$ cat config.mk
export PLATFORM = sky130hd
export DESIGN_NAME = radiotap_capture_header_parser_core
export DESIGN_NICKNAME = d
export VERILOG_FILES = /design/src/rtl/rtchp_pkg.sv /design/src/rtl/rtchp_front.sv /design/src/rtl/rtchp_queue.sv /design/src/rtl/rtchp_back.sv /design/src/rtl/radiotap_capture_header_parser_core.sv
export SDC_FILE = /design/constraint.sdc
export NUM_CORES = 1
export LEC_CHECK = 0
export BUFFER_PORTS_ARGS = -buffer_cell sky130_fd_sc_hd__clkbuf_2
export CORE_ASPECT_RATIO = 0.9
export CORE_MARGIN = 2
export CORE_UTILIZATION = 35
export CTS_BUF_LIST = sky130_fd_sc_hd__clkbuf_16
export DETAILED_ROUTE_END_ITERATION = 7
export GPL_TIMING_DRIVEN = 0
export SYNTH_ARGS = -nofsm -noshare
export SYNTH_HDL_FRONTEND = slang
export SYNTH_SLANG_ARGS = --single-unit
$ cat constraint.sdc
create_clock -name clock -period 17.26 [get_ports clock]
set_input_delay 1.726 -clock clock [delete_from_list [all_inputs] [get_ports clock]]
set_output_delay 1.726 -clock clock [all_outputs]
set_load 0.02 [all_outputs]
$ cat src/rtl/rtchp_pkg.sv
package rtchp_pkg;

   localparam int LENGTH_BITS_DEFAULT = 16;
   localparam int LEN_W = 32;
   localparam int QUEUE_DEPTH = 2;
   localparam int CSR_ADDR_W = 3;

   localparam logic [7:0] LINK_ETHERNET = 8'd1;
   localparam logic [7:0] LINK_WIFI = 8'd105;
   localparam logic [7:0] LINK_PRISM = 8'd119;
   localparam logic [7:0] LINK_RADIOTAP = 8'd127;
   localparam logic [7:0] LINK_RESET = LINK_RADIOTAP;

   localparam logic REG_LINK_TYPE = 1'b0;

   localparam logic [31:0] PRISM_TAG = 32'h0000_0044;
   localparam int MIN_FRAME = 8;
   localparam int FCS_BYTES = 4;
   localparam int PRESENT_START = 4;

   localparam int FLAG_FCS_PRESENT = 4;
   localparam int FLAG_BAD_FCS = 6;
   localparam int PRESENT_CHAIN = 7;

   localparam logic [2:0] FIELD_FLAGS = 3'd1;
   localparam logic [2:0] FIELD_CHANNEL = 3'd3;
   localparam logic [2:0] FIELD_SIGNAL = 3'd5;
   localparam logic [2:0] FIELD_NOISE = 3'd6;

   localparam logic [15:0] FREQ_BG_LOW = 16'd2402;
   localparam logic [15:0] FREQ_BG_BASE = 16'd2412;
   localparam logic [15:0] FREQ_BG_HIGH = 16'd2472;
   localparam logic [15:0] FREQ_CH14 = 16'd2484;
   localparam logic [15:0] FREQ_A_LOW = 16'd5150;
   localparam logic [15:0] FREQ_A_HIGH = 16'd5350;
   localparam logic [15:0] FREQ_B_LOW = 16'd5470;
   localparam logic [15:0] FREQ_B_HIGH = 16'd5720;
   localparam logic [15:0] FREQ_C_HIGH = 16'd5865;

   localparam logic [7:0] CHAN_BG_BASE = 8'd1;
   localparam logic [7:0] CHAN_14 = 8'd14;
   localparam logic [7:0] CHAN_A_BASE = 8'd30;
   localparam logic [7:0] CHAN_B_BASE = 8'd94;
   localparam logic [7:0] CHAN_C_BASE = 8'd144;

   localparam logic [15:0] DIV5_RECIP = 16'd205;
   localparam int DIV5_SHIFT = 10;

   typedef enum logic [2:0] {
      ST_ETHERNET,
      ST_WIFI,
      ST_SHORT,
      ST_CORRUPT,
      ST_FCS_ERROR,
      ST_TRUNCATED,
      ST_PRISM_BAD,
      ST_UNKNOWN
   } status_type;

   typedef struct packed {
      logic [7:0]       link_type;
      logic [LEN_W-1:0] len;
      logic [31:0]      hlen;
      logic             tag_prism;
      logic             tag_low_zero;
      logic             overrun;
      logic             flags_done;
      logic             chan_seen;
      logic             sig_seen;
      logic             noise_seen;
      logic [7:0]       flag_byte;
      logic [15:0]      freq;
      logic [7:0]       sig;
      logic [7:0]       noise;
   } frame_rec_type;

   typedef struct packed {
      status_type        status;
      logic [15:0]       payload_offset;
      logic [15:0]       payload_length;
      logic signed [8:0] channel;
      logic signed [7:0] signal_dbm;
      logic signed [7:0] noise_dbm;
      logic [2:0]        unknown_flag_bits;
      logic              fcs_stripped;
   } result_type;

   function automatic logic [2:0] lowest_field(input logic [7:0] pend);
      logic [2:0] r;
      r = 3'd0;
      for (int i = 7; i >= 0; i--) begin
         if (pend[i]) begin
            r = 3'(i);
         end
      end
      return r;
   endfunction

   function automatic logic [3:0] field_size(input logic [2:0] idx);
      logic [3:0] r;
      case (idx)
         3'd0: r = 4'd8;
         3'd3: r = 4'd4;
         3'd4: r = 4'd2;
         default: r = 4'd1;
      endcase
      return r;
   endfunction

   function automatic logic [2:0] field_align_mask(input logic [2:0] idx);
      logic [2:0] r;
      case (idx)
         3'd0: r = 3'd7;
         3'd3: r = 3'd1;
         3'd4: r = 3'd1;
         default: r = 3'd0;
      endcase
      return r;
   endfunction

endpackage

$ cat src/rtl/rtchp_front.sv
module rtchp_front #(
   parameter int LENGTH_BITS = rtchp_pkg::LENGTH_BITS_DEFAULT
) (
   input  logic                      clock,
   input  logic                      reset,
   input  logic                      in_valid,
   output logic                      in_ready,
   input  logic [7:0]                in_byte,
   input  logic                      in_last,
   input  logic [7:0]                link_type,
   input  logic                      queue_full,
   output logic                      push,
   output rtchp_pkg::frame_rec_type  push_rec
);

   localparam int CW = LENGTH_BITS + 1;
   localparam int XW = (CW + 1 > 33) ? CW + 1 : 33;
   localparam int LW = rtchp_pkg::LEN_W;
   localparam logic [LENGTH_BITS-1:0] MAXPOS = {LENGTH_BITS{1'b1}};

   logic [LENGTH_BITS-1:0] pos_ff, pos_in;
   logic [31:0]            tag_ff, tag_in;
   logic [31:0]            hlen_ff, hlen_in;
   logic [7:0]             present_ff, present_in;
   logic [CW-1:0]          cur_ff, cur_in;
   logic                   chain_ff, chain_in;
   logic [7:0]             flag_ff, flag_in;
   logic [15:0]            freq_ff, freq_in;
   logic [7:0]             sig_ff, sig_in;
   logic [7:0]             noise_ff, noise_in;
   logic [7:0]             seen_ff, seen_in;
   logic                   over_ff, over_in;
   logic                   accept;

   assign in_ready = !queue_full;
   assign accept = in_valid && in_ready;

   always_comb begin
      logic [XW-1:0] px;
      logic [XW-1:0] cx;
      logic [XW-1:0] c4;
      logic [XW-1:0] al;
      logic [XW-1:0] s_cur;
      logic [7:0]    s_pend;
      logic          s_go;
      logic [7:0]    pend;
      logic [2:0]    fi;
      logic [3:0]    sz;
      logic [2:0]    off;
      logic [2:0]    sj;
      logic [2:0]    amask;

      tag_in = tag_ff;
      hlen_in = hlen_ff;
      present_in = present_ff;
      cur_in = cur_ff;
      chain_in = chain_ff;
      flag_in = flag_ff;
      freq_in = freq_ff;
      sig_in = sig_ff;
      noise_in = noise_ff;
      seen_in = seen_ff;
      over_in = over_ff;

      px = XW'(pos_ff);
      cx = XW'(cur_ff);
      c4 = cx + XW'(4);
      s_go = 1'b0;
      s_pend = 8'h00;
      s_cur = cx;
      pend = present_ff & ~seen_ff;
      fi = rtchp_pkg::lowest_field(pend);
      sz = rtchp_pkg::field_size(fi);
      off = 3'(px - cx);

      if (pos_ff < LENGTH_BITS'(4)) begin
         tag_in[{pos_ff[1:0], 3'b000} +: 8] = in_byte;
         if (pos_ff[1:0] == 2'd3) begin
            hlen_in = {16'h0000, in_byte, tag_ff[23:16]};
            if (hlen_in < 32'(rtchp_pkg::MIN_FRAME)) begin
               over_in = 1'b1;
            end
         end
      end else begin
         if (link_type == rtchp_pkg::LINK_PRISM && pos_ff < LENGTH_BITS'(8)) begin
            if (pos_ff[1:0] == 2'd0) begin
               hlen_in = {24'h000000, in_byte};
            end else begin
               hlen_in = hlen_ff | (32'(in_byte) << {pos_ff[1:0], 3'b000});
            end
         end
         if (!over_ff) begin
            if (chain_ff) begin
               if (px >= cx && px < c4) begin
                  if (pos_ff == LENGTH_BITS'(rtchp_pkg::PRESENT_START)) begin
                     present_in = in_byte;
                  end
                  if (px == cx + XW'(3)) begin
                     if (in_byte[rtchp_pkg::PRESENT_CHAIN]) begin
                        cur_in = CW'(c4);
                        if (c4 + XW'(4) > XW'(hlen_in)) begin
                           over_in = 1'b1;
                        end
                     end else begin
                        chain_in = 1'b0;
                        s_go = 1'b1;
                        s_pend = pend;
                        s_cur = c4;
                     end
                  end
               end
            end else if (pend != 8'h00 && px >= cx && px < cx + XW'(sz)) begin
               if (fi == rtchp_pkg::FIELD_FLAGS) begin
                  flag_in = in_byte;
               end else if (fi == rtchp_pkg::FIELD_CHANNEL && off == 3'd0) begin
                  freq_in = {8'h00, in_byte};
               end else if (fi == rtchp_pkg::FIELD_CHANNEL && off == 3'd1) begin
                  freq_in = freq_ff | {in_byte, 8'h00};
               end else if (fi == rtchp_pkg::FIELD_SIGNAL) begin
                  sig_in = in_byte;
               end else if (fi == rtchp_pkg::FIELD_NOISE) begin
                  noise_in = in_byte;
               end
               if (4'(off) + 4'd1 == sz) begin
                  seen_in = seen_ff | (8'h01 << fi);
                  s_go = 1'b1;
                  s_pend = pend & ~(8'h01 << fi);
                  s_cur = cx + XW'(sz);
               end
            end
         end
      end

      sj = rtchp_pkg::lowest_field(s_pend);
      amask = rtchp_pkg::field_align_mask(sj);
      al = (s_cur + XW'(amask)) & ~XW'(amask);
      if (s_go) begin
         if (s_pend == 8'h00) begin
            cur_in = CW'(s_cur);
         end else if (al + XW'(rtchp_pkg::field_size(sj)) > XW'(hlen_in)) begin
            over_in = 1'b1;
            cur_in = CW'(s_cur);
         end else begin
            cur_in = CW'(al);
         end
      end

      pos_in = (pos_ff == MAXPOS) ? pos_ff : pos_ff + LENGTH_BITS'(1);
   end

   assign push = accept && in_last;

   always_comb begin
      push_rec.link_type = link_type;
      push_rec.len = LW'(pos_in);
      push_rec.hlen = hlen_in;
      push_rec.tag_prism = (tag_in == rtchp_pkg::PRISM_TAG);
      push_rec.tag_low_zero = (tag_in[7:0] == 8'h00);
      push_rec.overrun = over_in;
      push_rec.flags_done = seen_in[rtchp_pkg::FIELD_FLAGS];
      push_rec.chan_seen = seen_in[rtchp_pkg::FIELD_CHANNEL];
      push_rec.sig_seen = seen_in[rtchp_pkg::FIELD_SIGNAL];
      push_rec.noise_seen = seen_in[rtchp_pkg::FIELD_NOISE];
      push_rec.flag_byte = flag_in;
      push_rec.freq = freq_in;
      push_rec.sig = sig_in;
      push_rec.noise = noise_in;
   end

   always_ff @(posedge clock) begin
      if (reset || push) begin
         pos_ff <= '0;
         tag_ff <= '0;
         hlen_ff <= '0;
         present_ff <= '0;
         cur_ff <= CW'(rtchp_pkg::PRESENT_START);
         chain_ff <= 1'b1;
         flag_ff <= '0;
         freq_ff <= '0;
         sig_ff <= '0;
         noise_ff <= '0;
         seen_ff <= '0;
         over_ff <= 1'b0;
      end else if (accept) begin
         pos_ff <= pos_in;
         tag_ff <= tag_in;
         hlen_ff <= hlen_in;
         present_ff <= present_in;
         cur_ff <= cur_in;
         chain_ff <= chain_in;
         flag_ff <= flag_in;
         freq_ff <= freq_in;
         sig_ff <= sig_in;
         noise_ff <= noise_in;
         seen_ff <= seen_in;
         over_ff <= over_in;
      end
   end

   assert property (@(posedge clock) disable iff (reset)
      cur_ff >= CW'(rtchp_pkg::PRESENT_START))
      else $error("Field cursor fell below the first present word.");

   assert property (@(posedge clock) disable iff (reset)
      (over_ff && !push) |=> over_ff)
      else $error("Overrun cleared before the frame ended.");

   assert property (@(posedge clock) disable iff (reset)
      (!chain_ff && !push) |=> !chain_ff)
      else $error("Present chain reopened within a frame.");

endmodule

$ cat src/rtl/rtchp_queue.sv
module rtchp_queue (
   input  logic                      clock,
   input  logic                      reset,
   input  logic                      push,
   input  rtchp_pkg::frame_rec_type  push_rec,
   output logic                      full,
   input  logic                      pop,
   output logic                      pop_valid,
   output rtchp_pkg::frame_rec_type  pop_rec
);

   localparam int DEPTH = rtchp_pkg::QUEUE_DEPTH;
   localparam int PW = (DEPTH > 1) ? $clog2(DEPTH) : 1;
   localparam int NW = $clog2(DEPTH + 1);

   rtchp_pkg::frame_rec_type slot_ff [DEPTH];
   logic [PW-1:0] wr_ptr_ff, wr_ptr_in;
   logic [PW-1:0] rd_ptr_ff, rd_ptr_in;
   logic [NW-1:0] count_ff, count_in;
   logic          do_pop;

   assign full = (count_ff == NW'(DEPTH));
   assign pop_valid = (count_ff != '0);
   assign pop_rec = slot_ff[rd_ptr_ff];
   assign do_pop = pop && pop_valid;

   always_comb begin
      wr_ptr_in = wr_ptr_ff;
      rd_ptr_in = rd_ptr_ff;
      count_in = count_ff;
      if (push) begin
         wr_ptr_in = (wr_ptr_ff == PW'(DEPTH - 1)) ? '0 : wr_ptr_ff + PW'(1);
      end
      if (do_pop) begin
         rd_ptr_in = (rd_ptr_ff == PW'(DEPTH - 1)) ? '0 : rd_ptr_ff + PW'(1);
      end
      if (push && !do_pop) begin
         count_in = count_ff + NW'(1);
      end else if (do_pop && !push) begin
         count_in = count_ff - NW'(1);
      end
   end

   always_ff @(posedge clock) begin
      if (reset) begin
         wr_ptr_ff <= '0;
         rd_ptr_ff <= '0;
         count_ff <= '0;
      end else begin
         wr_ptr_ff <= wr_ptr_in;
         rd_ptr_ff <= rd_ptr_in;
         count_ff <= count_in;
      end
   end

   always_ff @(posedge clock) begin
      if (push) begin
         slot_ff[wr_ptr_ff] <= push_rec;
      end
   end

   assert property (@(posedge clock) disable iff (reset)
      push |-> !full)
      else $error("Frame record written into a full queue.");

endmodule

$ cat src/rtl/rtchp_back.sv
module rtchp_back (
   input  logic                      clock,
   input  logic                      reset,
   input  logic                      rec_valid,
   input  rtchp_pkg::frame_rec_type  rec,
   output logic                      rec_pop,
   output logic                      out_valid,
   input  logic                      out_ready,
   output rtchp_pkg::result_type     out_res
);

   typedef struct packed {
      rtchp_pkg::status_type status;
      logic [15:0]           payload_offset;
      logic [15:0]           payload_length;
      logic [7:0]            signal_dbm;
      logic [7:0]            noise_dbm;
      logic [2:0]            unknown_flag_bits;
      logic                  fcs_stripped;
      logic                  ch_go;
      logic                  ch_known;
      logic                  ch_neg;
      logic [7:0]            ch_mag;
      logic [7:0]            ch_base;
   } stage_a_type;

   stage_a_type            a_ff, a_in;
   logic                   a_valid_ff;
   logic                   out_valid_ff;
   rtchp_pkg::result_type  res_ff, res_in;
   logic                   a_adv;
   logic                   b_adv;

   assign b_adv = !out_valid_ff || out_ready;
   assign a_adv = !a_valid_ff || b_adv;
   assign rec_pop = rec_valid && a_adv;

   always_comb begin
      logic [31:0] lenx;
      logic [15:0] f;

      a_in = '0;
      a_in.status = rtchp_pkg::ST_UNKNOWN;
      lenx = rec.len;
      f = rec.freq;

      unique case (rec.link_type)
         rtchp_pkg::LINK_ETHERNET: begin
            a_in.status = rtchp_pkg::ST_ETHERNET;
            a_in.payload_length = rec.len[15:0];
         end
         rtchp_pkg::LINK_WIFI: begin
            a_in.status = rtchp_pkg::ST_WIFI;
            a_in.payload_length = rec.len[15:0];
         end
         rtchp_pkg::LINK_PRISM: begin
            if (rec.len < 32'(rtchp_pkg::MIN_FRAME) || !rec.tag_prism ||
                rec.hlen >= rec.len) begin
               a_in.status = rtchp_pkg::ST_PRISM_BAD;
            end else begin
               a_in.status = rtchp_pkg::ST_WIFI;
               a_in.payload_offset = rec.hlen[15:0];
               a_in.payload_length = rec.len[15:0] - rec.hlen[15:0];
            end
         end
         rtchp_pkg::LINK_RADIOTAP: begin
            if (rec.len < 32'(rtchp_pkg::MIN_FRAME)) begin
               a_in.status = rtchp_pkg::ST_SHORT;
            end else if (!rec.tag_low_zero || rec.hlen >= rec.len) begin
               a_in.status = rtchp_pkg::ST_CORRUPT;
            end else if (rec.overrun && !rec.flags_done) begin
               a_in.status = rtchp_pkg::ST_TRUNCATED;
            end else begin
               a_in.status = rtchp_pkg::ST_WIFI;
               if (rec.flags_done) begin
                  a_in.unknown_flag_bits = 3'(rec.flag_byte[0]) + 3'(rec.flag_byte[2]) +
                                           3'(rec.flag_byte[3]);
                  if (rec.flag_byte[rtchp_pkg::FLAG_FCS_PRESENT]) begin
                     a_in.fcs_stripped = 1'b1;
                     lenx = rec.len - 32'(rtchp_pkg::FCS_BYTES);
                     if (rec.hlen >= lenx) begin
                        a_in.status = rtchp_pkg::ST_CORRUPT;
                     end
                  end
                  if (a_in.status == rtchp_pkg::ST_WIFI) begin
                     a_in.unknown_flag_bits = a_in.unknown_flag_bits + 3'(rec.flag_byte[5]);
                     if (rec.flag_byte[rtchp_pkg::FLAG_BAD_FCS]) begin
                        a_in.status = rtchp_pkg::ST_FCS_ERROR;
                     end else begin
                        a_in.unknown_flag_bits = a_in.unknown_flag_bits +
                                                 3'(rec.flag_byte[7]);
                     end
                  end
               end
               if (a_in.status == rtchp_pkg::ST_WIFI && rec.overrun) begin
                  a_in.status = rtchp_pkg::ST_TRUNCATED;
               end
               if (a_in.status == rtchp_pkg::ST_WIFI) begin
                  a_in.payload_offset = rec.hlen[15:0];
                  a_in.payload_length = lenx[15:0] - rec.hlen[15:0];
                  a_in.ch_go = rec.chan_seen;
                  a_in.signal_dbm = rec.sig_seen ? rec.sig : 8'h00;
                  a_in.noise_dbm = rec.noise_seen ? rec.noise : 8'h00;
               end
            end
         end
         default: begin
            a_in.status = rtchp_pkg::ST_UNKNOWN;
         end
      endcase

      a_in.ch_known = 1'b1;
      if (f >= rtchp_pkg::FREQ_BG_LOW && f <= rtchp_pkg::FREQ_BG_HIGH) begin
         a_in.ch_neg = (f < rtchp_pkg::FREQ_BG_BASE);
         a_in.ch_mag = a_in.ch_neg ? 8'(rtchp_pkg::FREQ_BG_BASE - f) :
                                     8'(f - rtchp_pkg::FREQ_BG_BASE);
         a_in.ch_base = rtchp_pkg::CHAN_BG_BASE;
      end else if (f == rtchp_pkg::FREQ_CH14) begin
         a_in.ch_base = rtchp_pkg::CHAN_14;
      end else if (f >= rtchp_pkg::FREQ_A_LOW && f <= rtchp_pkg::FREQ_A_HIGH) begin
         a_in.ch_mag = 8'(f - rtchp_pkg::FREQ_A_LOW);
         a_in.ch_base = rtchp_pkg::CHAN_A_BASE;
      end else if (f >= rtchp_pkg::FREQ_B_LOW && f <= rtchp_pkg::FREQ_B_HIGH) begin
         a_in.ch_mag = 8'(f - rtchp_pkg::FREQ_B_LOW);
         a_in.ch_base = rtchp_pkg::CHAN_B_BASE;
      end else if (f > rtchp_pkg::FREQ_B_HIGH && f <= rtchp_pkg::FREQ_C_HIGH) begin
         a_in.ch_mag = 8'(f - rtchp_pkg::FREQ_B_HIGH);
         a_in.ch_base = rtchp_pkg::CHAN_C_BASE;
      end else begin
         a_in.ch_known = 1'b0;
      end
   end

   always_comb begin
      logic [15:0] prod;
      logic [8:0]  quot;

      prod = 16'(a_ff.ch_mag) * rtchp_pkg::DIV5_RECIP;
      quot = 9'(prod >> rtchp_pkg::DIV5_SHIFT);

      res_in.status = a_ff.status;
      res_in.payload_offset = a_ff.payload_offset;
      res_in.payload_length = a_ff.payload_length;
      res_in.signal_dbm = a_ff.signal_dbm;
      res_in.noise_dbm = a_ff.noise_dbm;
      res_in.unknown_flag_bits = a_ff.unknown_flag_bits;
      res_in.fcs_stripped = a_ff.fcs_stripped;
      if (!a_ff.ch_go) begin
         res_in.channel = 9'sd0;
      end else if (!a_ff.ch_known) begin
         res_in.channel = -9'sd1;
      end else if (a_ff.ch_neg) begin
         res_in.channel = $signed(9'(a_ff.ch_base) - quot);
      end else begin
         res_in.channel = $signed(9'(a_ff.ch_base) + quot);
      end
   end

   always_ff @(posedge clock) begin
      if (reset) begin
         a_valid_ff <= 1'b0;
         out_valid_ff <= 1'b0;
      end else begin
         if (a_adv) begin
            a_valid_ff <= rec_valid;
         end
         if (b_adv) begin
            out_valid_ff <= a_valid_ff;
         end
      end
   end

   always_ff @(posedge clock) begin
      if (rec_pop) begin
         a_ff <= a_in;
      end
      if (a_valid_ff && b_adv) begin
         res_ff <= res_in;
      end
   end

   assign out_valid = out_valid_ff;
   assign out_res = res_ff;

   assert property (@(posedge clock) disable iff (reset)
      (out_valid_ff && res_ff.status == rtchp_pkg::ST_UNKNOWN) |->
      (res_ff.payload_offset == 16'h0000 && res_ff.payload_length == 16'h0000 &&
       res_ff.channel == 9'sd0 && res_ff.unknown_flag_bits == 3'd0))
      else $error("Unknown link type result carries nonzero fields.");

   assert property (@(posedge clock) disable iff (reset)
      (a_valid_ff && !b_adv) |=> (a_valid_ff && $stable(a_ff)))
      else $error("First back stage lost or changed a held record.");

endmodule

$ cat src/rtl/radiotap_capture_header_parser_core.sv
// Accepts one capture byte per cycle while the queue is not full, with no gaps between frames.
// After its last byte is accepted, a frame's record passes through the frame record queue,
// the first back stage (status decode) and the result register (channel divide, result word).
// Results leave at up to one per cycle; a two-entry queue absorbs output stalls.
// Reset clears the frame state, empties the queue and sets the link type to radiotap.
module radiotap_capture_header_parser_core #(
   parameter int LENGTH_BITS = rtchp_pkg::LENGTH_BITS_DEFAULT
) (
   input  logic                                clock,
   input  logic                                reset,
   input  logic                                req_tvalid,
   output logic                                req_tready,
   input  logic [7:0]                          req_tdata,   // data_byte
   input  logic                                req_tlast,
   output logic                                rsp_tvalid,
   input  logic                                rsp_tready,
   output logic [63:0]                         rsp_tdata,   // payload_offset, payload_length,
                                                            // channel, signal_dbm, noise_dbm,
                                                            // unknown_flag_bits, fcs_stripped
   output logic [2:0]                          rsp_tuser,   // status
   input  logic                                csr_psel,
   input  logic                                csr_penable,
   input  logic                                csr_pwrite,
   input  logic [rtchp_pkg::CSR_ADDR_W-1:0]    csr_paddr,
   input  logic [31:0]                         csr_pwdata,
   output logic [31:0]                         csr_prdata,
   output logic                                csr_pready
);

   logic [7:0]               link_ff;
   logic                     csr_hit;
   logic                     queue_full;
   logic                     push;
   rtchp_pkg::frame_rec_type push_rec;
   logic                     pop;
   logic                     pop_valid;
   rtchp_pkg::frame_rec_type pop_rec;
   rtchp_pkg::result_type    res;

   assign csr_pready = 1'b1;
   assign csr_hit = (csr_paddr[rtchp_pkg::CSR_ADDR_W-1] == rtchp_pkg::REG_LINK_TYPE);
   assign csr_prdata = csr_hit ? {24'h000000, link_ff} : 32'h0000_0000;

   always_ff @(posedge clock) begin
      if (reset) begin
         link_ff <= rtchp_pkg::LINK_RESET;
      end else if (csr_psel && csr_penable && csr_pwrite && csr_pready && csr_hit) begin
         link_ff <= csr_pwdata[7:0];
      end
   end

   rtchp_front #(
      .LENGTH_BITS(LENGTH_BITS)
   ) u_front (
      .clock(clock),
      .reset(reset),
      .in_valid(req_tvalid),
      .in_ready(req_tready),
      .in_byte(req_tdata),
      .in_last(req_tlast),
      .link_type(link_ff),
      .queue_full(queue_full),
      .push(push),
      .push_rec(push_rec)
   );

   rtchp_queue u_queue (
      .clock(clock),
      .reset(reset),
      .push(push),
      .push_rec(push_rec),
      .full(queue_full),
      .pop(pop),
      .pop_valid(pop_valid),
      .pop_rec(pop_rec)
   );

   rtchp_back u_back (
      .clock(clock),
      .reset(reset),
      .rec_valid(pop_valid),
      .rec(pop_rec),
      .rec_pop(pop),
      .out_valid(rsp_tvalid),
      .out_ready(rsp_tready),
      .out_res(res)
   );

   assign rsp_tuser = res.status;
   assign rsp_tdata = {3'b000, res.fcs_stripped, res.unknown_flag_bits, res.noise_dbm,
                       res.signal_dbm, res.channel, res.payload_length, res.payload_offset};

endmodule
==> flow_metrics.tcl, run 1 <==
set metrics [dict create \
    status "finished, final reports clean" \
    fillers 8872 \
    tightest_slew_ps 1444 \
    first_global_vias 23970 \
    critPathTopFamily "simple AND/OR/NAND/NOR gates" \
    netlist_area_mm2 0.03170 \
    drive_above_1_share 0.1021 \
    antenna_left 0 \
    arrival_ps 14810 \
    start_kind "register" \
    path_buf_inv 4 \
    grt.overflow.total 0 \
    hold_viol_final 0 \
    nets 3791 \
    yosysTopAreaCellShare 0.3211 \
    finalSetupTns_ps 0 \
    drt-initial-drc-count 2221 \
    post_cts_resize_count 0 \
    cp_data_required_time_ps 17790 \
    multi_input_area_mm2 0.01682 \
    worstSetupPathType "reg2reg" \
    die_w_um 321.2 \
    clkLatencyLatePin_ps 640 \
    startpoint "u_front.seen_ff[3]" \
    firstDrtPassIters 5 \
    slowest_stage "nor2_1" \
    worst-path-stages 52 \
    finClkSkew_ps 41.36 \
    dpl.hpwl_mm 73.82 \
    irDropWorstVdd_mv 0.4079 \
    die-height_um 289.5 \
    reg2reg_setup_slack_ps 2980 \
    setup_violations 0 \
    clock_sinks 508 \
    synthMuxAreaShare 0.05467 \
    clock_path_buffers 3 \
    grt_max_degree 72 \
    end_kind "register" \
    ys_top_cells_by_area "edfxtp_1 32%, dfxtp_1 11%, ha_1 9.9%" \
    drt_drc_violations_left 0 \
    portBuffers 98 \
    synth_largest_area_cell "edfxtp_1" \
    synth-seq-area-share 0.4279 \
    htreeDepth 2 \
    hold_depth 0 \
    yosysWarnings 0 \
    wire_per_inst_um 20.34 \
    vias 25330 \
    ys_ff_latch 508 \
    hp-class "reg2reg" \
    slew_viol_final 0 \
    ys_async_sr_fraction 0 \
    regArea_mm2 0.01356 \
    syn_avg_cell_area_um2 9.670 \
    rows 104 \
    p_per_area_mw_per_mm2 162.3 \
    cts_buffers 55 \
    synth-xor-area-share 0.05664 \
    synth_compound_area_frac 0.1318 \
    rr_endpoint "u_front.cur_ff[8]" \
    cts_tree "yes" \
    leakage_nw 13.96 \
    antenna_found_initial 3 \
    slowest_delay_ps 970 \
    synth_edf_count 339 \
    gp_congestion 0.9828 \
    cts_setup_buffers 0 \
    netlist_instances 3278 \
    final_core_util 0.3987 \
    grt_usage 0.2018 \
    slew_headroom 0.02813 \
    core_mm2 0.08953 \
    grt_setup_unrepaired "false" \
    synth_top_family_by_area "simple AND/OR/NAND/NOR gates" \
    detail_route.wirelength_mm 95.26 \
    yosys.area_share.simple 0.1717 \
    grt_pass1_wl_mm 145.1 \
    area_growth_pct 12.61 \
    period_share 0.8272 \
    max_freq_mhz 70.04 \
    ys_types 91 \
    endpoint "u_front.cur_ff[8]" \
    die_area_mm2 0.09299 \
    ctsHoldBuffers 0 \
    reg2regPathDepth 52 \
    cp_max_fo 10 \
    timing.rr.start "u_front.seen_ff[3]" \
    start_util 0.3541 \
    path_clk_slew_ps 60 \
    min_period_ps 14280 \
    crit_top_cell "a21oi_1" \
    synth_ff_type "edfxtp_1" \
    drv_cap 0 \
    synthAdderAreaFrac 0.1111 \
    post_drt_via_cell_ratio 5.409 \
    io_pins 153 \
    cts-root-buf "clkbuf_16" \
]
==> flip-flops by register name, summed over array words and instances (netlist names), 2 cells and up, named ones only <==
register and count:
link_ff 8, u_front.tag_ff 32, u_back.out_res 64, u_queue.slot_ff 204
u_front.sig_ff 8, u_front.cur_ff 17, u_front.seen_ff 8, u_queue.count_ff 2
u_front.pos_ff 16, u_front.freq_ff 16, u_front.present_ff 8, u_front.flag_ff 7
u_front.hlen_ff 32, u_back.a_ff 71, u_front.noise_ff 8
==> where the power goes <==
part	internal (mW)	leakage [nW]	switching [mW]
clock	0.640	0.907	0.501
sequential	1.54	4.57	0.0688
combinational	1.31	8.48	1.74
total	3.48	14.0	2.31
==> cell type report <==
| cell class | instances | area share |
|---|---|---|
| clock inverter | 45 | 0.008412 |
| sequential | 508 | 0.3800 |
| clock buffer | 58 | 0.04066 |
| tap | 1166 | 0.04087 |
| antenna | 1 | 0.00007010 |
| timing repair buffer | 106 | 0.01788 |
| multi-input combinational | 2455 | 0.4712 |
| buffer | 174 | 0.02303 |
| inverter | 170 | 0.01795 |
==> stage by stage <==
stage	setup slack [ps]	instance area [um2]	power (mW)	std cells	hold WS [ps]
2_1_floorplan	7227	31810	4.016	3307	400.3
3_3_place_gp	3564	33760	4.657	4571	403.1
3_5_place_dp	3605	33940	4.679	4579	404.5
4_1_cts	3518	35690	5.852	4682	399.8
5_1_grt	2315	35690	6.350	4682	398.3
6_report	2983	35700	5.795	4683	397.1
==> synth_stat cells (42+ instances only) <==
cell type and count:
nor3_1 111, o21ai_0 117, nand2_1 310, nand4_1 47, dfxtp_1 169, clkbuf_1 93, nor2_1 337, xnor2_1 146
ha_1 251, mux2i_1 100, mux2_2 65, xor2_1 59, nor2b_1 42, a21oi_1 241, nand3_1 66, edfxtp_1 339
a21o_1 65, inv_1 164
==> worst min-delay path by stage <==
| stage | start | to | slack, ps |
|---|---|---|---|
| 2_1_floorplan | u_back.a_ff[19] | u_back.out_res[0] | 400 |
| 3_3_place_gp | u_back.a_ff[32] | u_back.out_res[13] | 400 |
| 3_5_place_dp | u_back.a_ff[38] | u_back.out_res[19] | 400 |
| 4_1_cts | u_back.a_ff[38] | u_back.out_res[19] | 400 |
| 5_1_grt | u_back.a_ff[38] | u_back.out_res[19] | 400 |
| 6_report | u_back.a_ff[38] | u_back.out_res[19] | 400 |
==> routing by layer <==
layer,share of wire,vias up,GRT usage
met2,0.43,866,0.3138
met3,0.074,158,0.02948
met1,0.46,12140,0.2895
met5,0.00027,-,0
li1,-,12160,-
met4,0.028,4,0.06250
==> cells by family (layout without fill, tap and decap cells) <==
logic type	count (synthesis)	after routing
simple gates	1124	1124
compound gates	660	660
other cells	2	32
flops	508	508
fa+ha+maj	270	270
mux	165	165
buf+inv	344	553
xor+xnor	205	205
==> placed cells by master (no fill, tap or decap), types with 23 or more instances in the layout <==
| cell | netlist | routed |
|---|---|---|
| inv_1 | 164 | 172 |
| xnor2_1 | 146 | 146 |
| ha_1 | 251 | 251 |
| a21oi_1 | 241 | 241 |
| mux2_2 | 65 | 65 |
| edfxtp_1 | 339 | 339 |
| nor3_1 | 111 | 111 |
| a21o_1 | 65 | 65 |
| nand2b_1 | 37 | 37 |
| buf_2 | 24 | 25 |
| a211oi_1 | 28 | 28 |
| nand3_1 | 66 | 66 |
| buf_4 | 35 | 36 |
| nor2b_1 | 42 | 41 |
| clkbuf_2 | 0 | 98 |
| nand2_1 | 310 | 310 |
| clkbuf_1 | 93 | 93 |
| nand4_1 | 47 | 47 |
| o21ai_0 | 117 | 117 |
| a22oi_1 | 24 | 24 |
| dfxtp_1 | 169 | 169 |
| a31oi_1 | 23 | 23 |
| and3_1 | 25 | 24 |
| clkbuf_16 | 0 | 58 |
| xor2_1 | 59 | 59 |
| nor4_1 | 33 | 33 |
| conb_1 | 2 | 31 |
| nor2_1 | 337 | 336 |
| mux2i_1 | 100 | 100 |
Note: power is estimated with default switching activity, not from simulation.
==> inputs of run 2 (changes only) <==
==> constraint.sdc (replaced) <==
create_clock -name clock -period 13 [get_ports clock]
set_input_delay 1.3 -clock clock [delete_from_list [all_inputs] [get_ports clock]]
set_output_delay 1.3 -clock clock [all_outputs]
set_load 0.02 [all_outputs]
==> flow_metrics.tcl, run 2 (synthesis gave the netlist of run 1 again) <==
set metrics [dict create \
    regMostFlops "u_queue.slot_ff" \
    finalSetupTns_ps 0 \
    finClkSkew_ps 36.08 \
    p_int_mw 4.623 \
    vias 25480 \
    largest_reg_flops 204 \
    grt.overflow.total 0 \
    area_growth_pct 12.83 \
    dpl.hpwl_mm 73.82 \
    slowest_stage "nor3_4" \
    grt_max_degree 72 \
    leakage_nw 13.99 \
    post_drt_via_cell_ratio 5.441 \
    max_freq_mhz 81.44 \
    slew_viol_final 0 \
    cp_max_fo 10 \
    fin_area_mm2 0.03576 \
    min_period_ps 12280 \
    drt-initial-drc-count 2246 \
    path_clk_slew_ps 60 \
    portBuffers 98 \
    clock_path_buffers 3 \
    start_util 0.3541 \
    nets 3792 \
    io_pins 153 \
    cts-root-buf "clkbuf_16" \
    antenna_left 0 \
    die-height_um 289.5 \
    arrival_ps 12810 \
    hold-worst-slack_ps 399.5 \
    start_kind "register" \
    slowest_delay_ps 520 \
    die_area_mm2 0.09299 \
    cts_tree "yes" \
    p_sw_frac 0.3989 \
    tightest_slew_ps 1271 \
    final_cell_mix "339 x edfxtp_1, 335 x nor2_1, 309 x nand2_1" \
    end_kind "register" \
    grt_usage 0.2018 \
    wire_per_inst_um 20.37 \
    rows 104 \
    power_frac_comb 0.526 \
    switchingPower_mw 3.067 \
    die_w_um 321.2 \
    antenna_found_initial 3 \
    grt_pass1_wl_mm 145.2 \
    drive_above_1_share 0.1055 \
    firstDrtPassIters 5 \
    mostFrequentLayoutCell "edfxtp_1" \
    status "finished, final reports clean" \
    slew_headroom 0.1495 \
    cts_buffers 55 \
    drt_drc_violations_left 0 \
    detail_route.wirelength_mm 95.39 \
    period_share 0.9446 \
    hold_viol_final 0 \
    irDropWorstVdd_mv 0.5414 \
    clock_sinks 508 \
    power.share.clock 0.197 \
    cp_data_required_time_ps 13530 \
    gp_congestion 0.9828 \
    drv_cap 0 \
    clkLatencyLatePin_ps 640 \
    ctsHoldBuffers 0 \
    setup_violations 0 \
    p_per_area_mw_per_mm2 215.0 \
    hp-class "reg2reg" \
    core_mm2 0.08953 \
    seqPwrFrac 0.277 \
    dpl_cell_area_mm2 0.03394 \
    final_core_util 0.3995 \
    worstSetupPathType "reg2reg" \
    htreeDepth 2 \
    first_global_vias 23990 \
]
[run 2: final timing paths]
kind | startpoint | endpoint | slack (ps) | cells after the start
worst min register to register | u_back.a_ff[38] | u_back.out_res[19] | 400 | 0
worst max-delay path | u_front.seen_ff[3] | u_front.cur_ff[14] | 720 | 53
worst min-delay path | u_back.a_ff[38] | u_back.out_res[19] | 400 | 0
worst max register to register | u_front.seen_ff[3] | u_front.cur_ff[14] | 720 | 53
[run 2: area by class of cell]
cell class / count / area (um2)
clock buffers: 58 / 1451
plain buffers: 174 / 825.8
multi-input cells: 2455 / 16880
flip-flops and latches: 508 / 13560
fillers: 8864 / 53760
well taps: 1166 / 1459
clock inverters: 45 / 300.3
diodes: 1 / 2.502
repair buffers: 107 / 645.6
inverters: 170 / 640.6
[run 2: critical path: cells and delay by family (launching register included)]
family          cells  cell delay, ps
compound gates     18            3830
xor+xnor            4             640
fa+ha+maj           6            1830
buf+inv             4             910
flops               1             400
simple gates       21            4550
[run 2: power groups by stage]
stage                     Clock (mW)  Sequential [mW]  Combinational (mW)
after global placement             0             2.19                3.99
after detailed placement           0             2.17                4.04
after global routing            1.61             2.16                4.66
after floorplan                    0             2.22                3.11
final                           1.51             2.13                4.04
after CTS                       1.55             2.14                4.09
[run 2: repair_timing]
action / 4_1_cts / 5_1_grt
setup buffers: 0 / 1
gates resized for setup: 5 / 11
pin swaps: 0 / 2
setup endpoints to repair: 20 / 20
hold endpoints to repair: 0 / 0
[run 2: metrics by stage]
step | setup WS [ps] | cells | power, mW
after detailed placement | -654.8 | 4579 | 6.212
after CTS | 151.5 | 4682 | 7.770
after global placement | -696.0 | 4571 | 6.183
after floorplan | 2967 | 3307 | 5.333
final | 720.8 | 4684 | 7.691
after global routing | -25.16 | 4683 | 8.431
[run 2: routing by layer]
metal  global-route usage  share of wire  up-vias  wire length [um]
met5                    0        0.00027        -                26
met4              0.06437          0.029        4              2809
met3              0.02906          0.069      164              6543
met2               0.3131           0.43      914             41400
met1               0.2896           0.47    12210             44610
li1                     -              -    12190                 -
